<file path="src/rtl/pid_pkg.sv">
`timescale 1ns / 1ps
// shared constants, types and fixed-point helpers for the pid controller
package pid_pkg;

    localparam int          FRAC_BITS_DEF = 16;
    // pi with 30 fractional bits, rounded to nearest in the working format by the users
    localparam logic [63:0] PI_Q30        = 64'd3373259426;

    typedef enum logic [2:0] {
        REG_KP          = 3'd0,
        REG_KI_HALF     = 3'd1,
        REG_KD_COEF     = 3'd2,
        REG_FILTER_COEF = 3'd3,
        REG_MAX_OUT     = 3'd4,
        REG_ANGLE_MODE  = 3'd5
    } t_reg_idx;

    typedef struct packed {
        logic en;
        logic angle;
    } t_wrap_ctl;

    function automatic logic signed [31:0] sat32(input logic signed [63:0] v);
        logic signed [31:0] r;
        if (v > 64'sd2147483647) begin
            r = 32'sh7fffffff;
        end else if (v < -64'sd2147483648) begin
            r = 32'sh80000000;
        end else begin
            r = v[31:0];
        end
        return r;
    endfunction

    // exact product, floor shift, saturate
    function automatic logic signed [31:0] mulq(input logic signed [31:0] a,
                                                input logic signed [31:0] b,
                                                input int unsigned fb);
        logic signed [63:0] p;
        p = 64'(a) * 64'(b);
        return sat32(p >>> fb);
    endfunction

endpackage

</file>
<file path="src/rtl/pid_wrap.sv">
`timescale 1ns / 1ps
// four-stage difference unit: saturating subtract or wrap into [-pi, pi]
module pid_wrap #(
    parameter int FRAC_BITS = pid_pkg::FRAC_BITS_DEF
) (
    input  logic                 i_clk,
    input  pid_pkg::t_wrap_ctl   i_ctl,
    input  logic signed [31:0]   i_a,
    input  logic signed [31:0]   i_b,
    output logic signed [31:0]   o_diff
);

    localparam logic [33:0] PI_Q     =
        34'((pid_pkg::PI_Q30 + (64'd1 << (29 - FRAC_BITS))) >> (30 - FRAC_BITS));
    localparam logic [33:0] TWO_PI_Q = 34'(PI_Q << 1);
    localparam logic [63:0] RECIP    = (64'd1 << 33) / 64'(TWO_PI_Q);
    localparam int          QW       = $clog2(RECIP + 64'd1);

    // stage 1
    logic signed [32:0]  r_d;
    logic                r_ang;
    // stage 2
    logic [32:0]         r_n2;
    logic                r_pos2;
    logic                r_neg2;
    logic signed [31:0]  r_sat2;
    // stage 3
    logic [QW-1:0]       r_q3;
    logic [32:0]         r_n3;
    logic                r_pos3;
    logic                r_neg3;
    logic signed [31:0]  r_sat3;

    logic signed [33:0]  w_d34;
    logic signed [33:0]  w_pi_s;
    logic                w_pos;
    logic                w_neg;
    logic signed [33:0]  w_mag;
    logic signed [33:0]  w_n;
    logic [63:0]         w_prod;
    logic [33:0]         w_qt;
    logic [33:0]         w_rem;
    logic [33:0]         w_red;
    logic signed [33:0]  w_x;
    logic signed [31:0]  w_out;

    always_comb begin
        w_d34  = 34'(r_d);
        w_pi_s = signed'(PI_Q);
        w_pos  = w_d34 > w_pi_s;
        w_neg  = w_d34 < -w_pi_s;
        w_mag  = w_pos ? w_d34 : -w_d34;
        // distance past the limit, minus one, so that the step count is quotient plus one
        w_n    = w_mag - w_pi_s - 34'sd1;
    end

    assign w_prod = 64'(r_n2) * RECIP;

    always_comb begin
        // quotient estimate may be one low, the remainder compare fixes it
        w_qt  = 34'(r_q3) * TWO_PI_Q;
        w_rem = {1'b0, r_n3} - w_qt;
        w_red = (w_rem >= TWO_PI_Q) ? (w_rem - TWO_PI_Q) : w_rem;
        if (r_pos3) begin
            w_x = signed'(w_red) + 34'sd1 - w_pi_s;
        end else begin
            w_x = w_pi_s - 34'sd1 - signed'(w_red);
        end
        if (r_pos3 || r_neg3) begin
            w_out = w_x[31:0];
        end else begin
            w_out = r_sat3;
        end
    end

    always_ff @(posedge i_clk) begin
        if (i_ctl.en) begin
            r_d    <= 33'(i_a) - 33'(i_b);
            r_ang  <= i_ctl.angle;

            r_n2   <= w_n[32:0];
            r_pos2 <= r_ang && w_pos;
            r_neg2 <= r_ang && w_neg;
            r_sat2 <= pid_pkg::sat32(64'(r_d));

            r_q3   <= w_prod[33 +: QW];
            r_n3   <= r_n2;
            r_pos3 <= r_pos2;
            r_neg3 <= r_neg2;
            r_sat3 <= r_sat2;

            o_diff <= w_out;
        end
    end

endmodule

</file>
<file path="config.mk">
export PLATFORM = sky130hd
export DESIGN_NAME = pid_wrap
export DESIGN_NICKNAME = d
export VERILOG_FILES = /design/src/rtl/pid_pkg.sv /design/src/rtl/pid_wrap.sv
export SDC_FILE = /design/constraint.sdc
export NUM_CORES = 1
export LEC_CHECK = 0
export ABC_AREA = 0
export BUFFER_PORTS_ARGS = -buffer_cell sky130_fd_sc_hd__buf_2
export CORE_MARGIN = 5
export CORE_UTILIZATION = 40
export DETAILED_ROUTE_END_ITERATION = 16
export GPL_TIMING_DRIVEN = 0
export HOLD_SLACK_MARGIN = 0.03
export PLACE_DENSITY = 0.64
export SYNTH_ARGS = -nofsm -noshare
export SYNTH_HDL_FRONTEND = slang
export SYNTH_SLANG_ARGS = --single-unit
</file>
<file path="constraint.sdc">
create_clock -name i_clk -period 13.7 [get_ports i_clk]
set_input_delay 1.37 -clock i_clk [delete_from_list [all_inputs] [get_ports i_clk]]
set_output_delay 1.37 -clock i_clk [all_outputs]
set_load 0.02 [all_outputs]
</file>
**Word level (Yosys, flattened, before mapping)**

Index checks and enable logic that the tools add are counted.

- Bits in registers: 215
- Bits of input ports: 67
- Output and inout port bits: 32
- Logic and storage cells: 36

- $add $sub $neg: 9
- Multiply operators: 2
- Order comparisons: 5
- Muxes and demuxes: 5
- Reduce and logical (&&, ||, !) cells: 3

Operators with widths:

| kind | number |
|---|---|
| $mux 32 | 4 |
| $sub 32x19->32 const B | 2 |
| $mul 33x13->46 const B | 1 |
| $ge 34x19->1 const B | 1 |
| $sub 33x34->34 | 1 |
| $gt 33x19->1 const B | 1 |
| $gt 33x32->1 const B | 1 |
| $lt 33x19->1 const B | 1 |
| $lt 33x32->1 const B | 1 |
| $mul 15x18->33 const B | 1 |
| $mux 33 | 1 |
| $neg 33->33 | 1 |
| $sub 32x32->33 | 1 |
| $sub 33x19->33 const B | 1 |
| $sub 33x2->33 const B | 1 |
| $add 32x2->32 const B | 1 |
| $sub 19x32->32 const A | 1 |
| $logic_and 1x1->1 | 2 |
| $logic_or 1x1->1 | 1 |

**Longest topological paths before layout**

- Word-level depth: 8
- Depth in mapped cells: 50
- Depth with buffers taken out: 47

**Worst setup path after synthesis**

Ideal clock, no wire load.

- Path kind: reg2reg
- Start point: register r_q3[4]
- End point: register o_diff[22] (data pin)
- Setup time: 0.261 ns
- Arrival time: 10.261 ns
- Data required time: 13.439 ns
- Setup slack: 3.178 ns
- Cell stages (with the launch flop): 46
- Buffers on the path: 3
- Period minus slack after synthesis: 10.522 ns
- Path through: edfxtp_1 fa_1 fa_1 inv_1 ha_1 ha_1 inv_1 fa_1 fa_1 inv_1 ha_1 a21boi_0 o21ai_0 a21oi_1 o21ai_0 a21oi_1 o21ai_0 nand2b_1 [... 10 more ...] a2111oi_0 nor2_1 a2111oi_1 nor3b_2 xnor2_1 nor4_2 buf_2 buf_1 xnor2_1 ha_1 o211ai_1 nor2_1 a21oi_2 nand2_1 o31ai_1 nor3b_1 xor2_1 a221o_1

- Word-level cells in the longest chain between the ends: 8
- Elaborated cells on any way between the ends: 10
- Those cells by class: add/sub: 5; mul: 1; order compare: 1; mux: 3

RTL lines:

| item | RTL line | text |
|---|---|---|
| start: declaration | pid_wrap.sv:28 | `logic [QW-1:0] r_q3;` |
| start signal: assignment | pid_wrap.sv:86 | `r_q3 <= w_prod[33 +: QW];` |
| $mul 15x18->33 * | pid_wrap.sv:61 | `w_qt = 34'(r_q3) * TWO_PI_Q;` |
| $sub 33x34->34 * | pid_wrap.sv:62 | `w_rem = {1'b0, r_n3} - w_qt;` |
| $sub 32x19->32 / $ge 34x19->1 (equally long branches) | pid_wrap.sv:63 | `w_red = (w_rem >= TWO_PI_Q) ? (w_rem - TWO_PI_Q) : w_rem;` |
| $mux 32 * | pid_wrap.sv:63 |  |
| $add 32x2->32 | pid_wrap.sv:65 | `w_x = signed'(w_red) + 34'sd1 - w_pi_s;` |
| $sub 32x19->32 | pid_wrap.sv:65 |  |
| $mux 32 * | pid_wrap.sv:64 | `if (r_pos3) begin` |
| $mux 32 * | pid_wrap.sv:69 | `if (r_pos3 \|\| r_neg3) begin` |
| named net w_out[22] | pid_wrap.sv:45 | `logic signed [31:0] w_out;` |
| end signal: assignment | pid_wrap.sv:92 | `o_diff <= w_out;` |
| end: declaration | pid_wrap.sv:10 | `output logic signed [31:0] o_diff` |

Mark *: on every way through the listed nets, which the timed path passes. The rest lies on a longest branch.
A chain may end at the register's enable or synchronous reset.

**Worst setup path in the final report**

- Start point: register r_q3[3]
- End point: register o_diff[22] (data pin)

Same word-level chain as after synthesis.

==> flow_summary.ini <==
[routing]
firstDrtPassIters = 5
wl_per_cell_um = 17.8
drc = 0
num_vias = 21100
detail-route-antenna-nets = 0
drt_iter0_drc = 1647
vias_per_cell = 5.41
routed_wl_mm = 69.4

[final_layout]
multi_input_area_mm2 = 0.0190
syn2layout_area_growth_pct = 9.25
drive_above_1_share = 0.0724
fillCellCount = 6573
nets = 3663
seq_area_mm2 = 0.00646

[setup_path]
path_max_fanout = 19
cp_slowest_cell = fa_1
cp.required_ns = 14.02
critPathMaxStageDelay_ns = 0.62
worst_setup_path_start_kind = flip-flop
end_kind = flip-flop
timing.critical_path.mode_cell = ha_1
cp.arrival_ns = 12.70
path_class = flip-flop to flip-flop

[clock_tree]
cts_sinks = 215
h-tree-depth = 1
cts.clk_slew.worst_paths_ns = 0.07
root_buffer = clkbuf_16
cts_tree = yes
ctsHoldBuffers = 0
cts_buffers = 25
clockBufferDepth = 3
worstSkewPairLatency_ns = 0.59

[place]
gp_congestion = 0.940
hpwl_mm = 56.9
portBuffers = 98

[timing]
slew_viol_final = 0
finalClockSkew_ns = 0.0217
min_period_ns = 12.37
rsz0062_at_grt = false
fmax_ghz = 0.0808
period_share = 0.903
slew_headroom = 0.298
worst_pin_slew_ns = 1.05
setup_violations = 0
fin_tns_setup_ns = 0
hold_viol_final = 0

[job]
drv_cap = 0

[die]
die_area_mm2 = 0.0740
rows = 96
initial_core_util = 0.402
coreArea_mm2 = 0.0683
fp.dieH_um = 272
die_w_um = 272
io_pins = 99

[synth]
synthesis.nets = 3537
synth-async-reset-ratio = 0
yosys.area.top_type = edfxtp_1
synth.most_common_cell = inv_1
ys_seq_elements = 215
ys.flop_type = edfxtp_1
synthCells = 2866
yosysWarningCount = 0
synth_common_cells = 462 x inv_1, 354 x ha_1, 250 x fa_1, 215 x edfxtp_1, 173 x nor2_1
syn-cell-area_mm2 = 0.0275
syn_area_per_cell_um2 = 9.58
synth_edf_count = 215
synth.distinct_cells = 98
yosysTopAreaCellShare = 0.235
yosysSeqAreaShare = 0.235
yosys-top-cells-area = edfxtp_1 24%, fa_1 18%, ha_1 16%

[global_route]
gr-total-overflow = 0
grt_max_degree = 109
track_usage = 0.187
grt_pass1_wl_mm = 113
antenna_found_initial = 1
grt_pass1_vias = 20700

[run_status]
status = finished clean

[hold_path]
hp-class = flip-flop to flip-flop
layout make-up:
| cell class | count | share of cell area |
|---|---|---|
| inverters | 462 | 0.0578 |
| diodes | 1 | 0.0000834 |
| multi-input cells | 2114 | 0.632 |
| flip-flops and latches | 215 | 0.215 |
| plain buffers | 74 | 0.0103 |
| clock inverters | 19 | 0.00813 |
| well taps | 882 | 0.0368 |
| clock buffers | 27 | 0.0211 |
| repair buffers | 100 | 0.0185 |
cell families (layout without fill, tap and decap cells):
| group | after synthesis | in the layout | synth area share |
|---|---|---|---|
| adders and majority gates | 604 | 604 | 0.343 |
| muxes | 18 | 18 | 0.00674 |
| AOI/OAI and AO/OA | 623 | 623 | 0.155 |
| other | 0 | 1 | 0 |
| xor gates and xnor gates | 190 | 190 | 0.0614 |
| buffers and inverters | 537 | 682 | 0.0745 |
| DFF | 215 | 215 | 0.235 |
| and+or+nand+nor | 679 | 679 | 0.124 |
path summary, 6_finish.rpt:
kind                            slack, ns  cells past startpoint         end        from
worst max-delay path                 1.33                     46  o_diff[22]     r_q3[3]
worst min-delay path                 0.41                      0  r_sat3[23]  r_sat2[23]
worst min register to register       0.41                      0  r_sat3[23]  r_sat2[23]
worst max register to register       1.33                     46  o_diff[22]     r_q3[3]
metrics by stage:
stage | setup slack, ns | cell area, µm² | cells | hold WS (ns) | util
global placement | 0.933 | 29100 | 3846 | 0.401 | 0.425
detailed placement | 0.926 | 29100 | 3848 | 0.405 | 0.426
global route | 0.291 | 30000 | 3893 | 0.422 | 0.439
finish | 1.33 | 30000 | 3894 | 0.410 | 0.439
CTS | 0.897 | 30000 | 3894 | 0.409 | 0.439
floorplan | 3.18 | 27500 | 2866 | 0.400 | -
sequential cells by signal, summed over array words and instances, names as in the netlist, 15 cells and up:
name / count
r_n3: 33
o_diff: 32
r_sat3: 32
r_d: 33
r_q3: 15
r_n2: 33
r_sat2: 32
critical path, delay by kind of cell (launching register included):
family	cells	cell delay, ns
adders and majority gates	9	3.64
buffers and inverters	5	0.87
xor gates and xnor gates	3	0.41
AOI/OAI and AO/OA	16	3.89
DFF	1	0.57
and+or+nand+nor	13	2.74
metal layers:
layer,share of wire,vias to the layer above,track usage,routed length (µm)
met1,0.48,10200,0.285,33200
met2,0.45,560,0.296,31300
li1,-,10200,-,-
met5,0,-,0,0
met4,0.012,0,0.0248,799
met3,0.060,55,0.0173,4150
layout by cell type, fill, tap and decap left out, types with 45 or more instances in the layout:
cell type | synthesis | final
a21o_1 | 53 | 53
a21oi_1 | 134 | 134
buf_2 | 12 | 109
clkbuf_1 | 58 | 60
edfxtp_1 | 215 | 215
fa_1 | 250 | 250
ha_1 | 354 | 354
inv_1 | 462 | 462
nand2_1 | 168 | 168
nand3_1 | 68 | 68
nor2_1 | 173 | 173
nor3_1 | 53 | 53
o21a_1 | 45 | 45
o21ai_0 | 112 | 112
xnor2_1 | 117 | 117
xor2_1 | 70 | 70
repair_timing:
action / CTS / global route
setup endpoints to repair: 0 / 4
resized for setup: 0 / 1
endpoints found under the hold margin: 0 / 0
setup buffers: 0 / 0
Power is not shown: default switching activity piles up to over one toggle a cycle in this logic, so the estimate is an artifact.
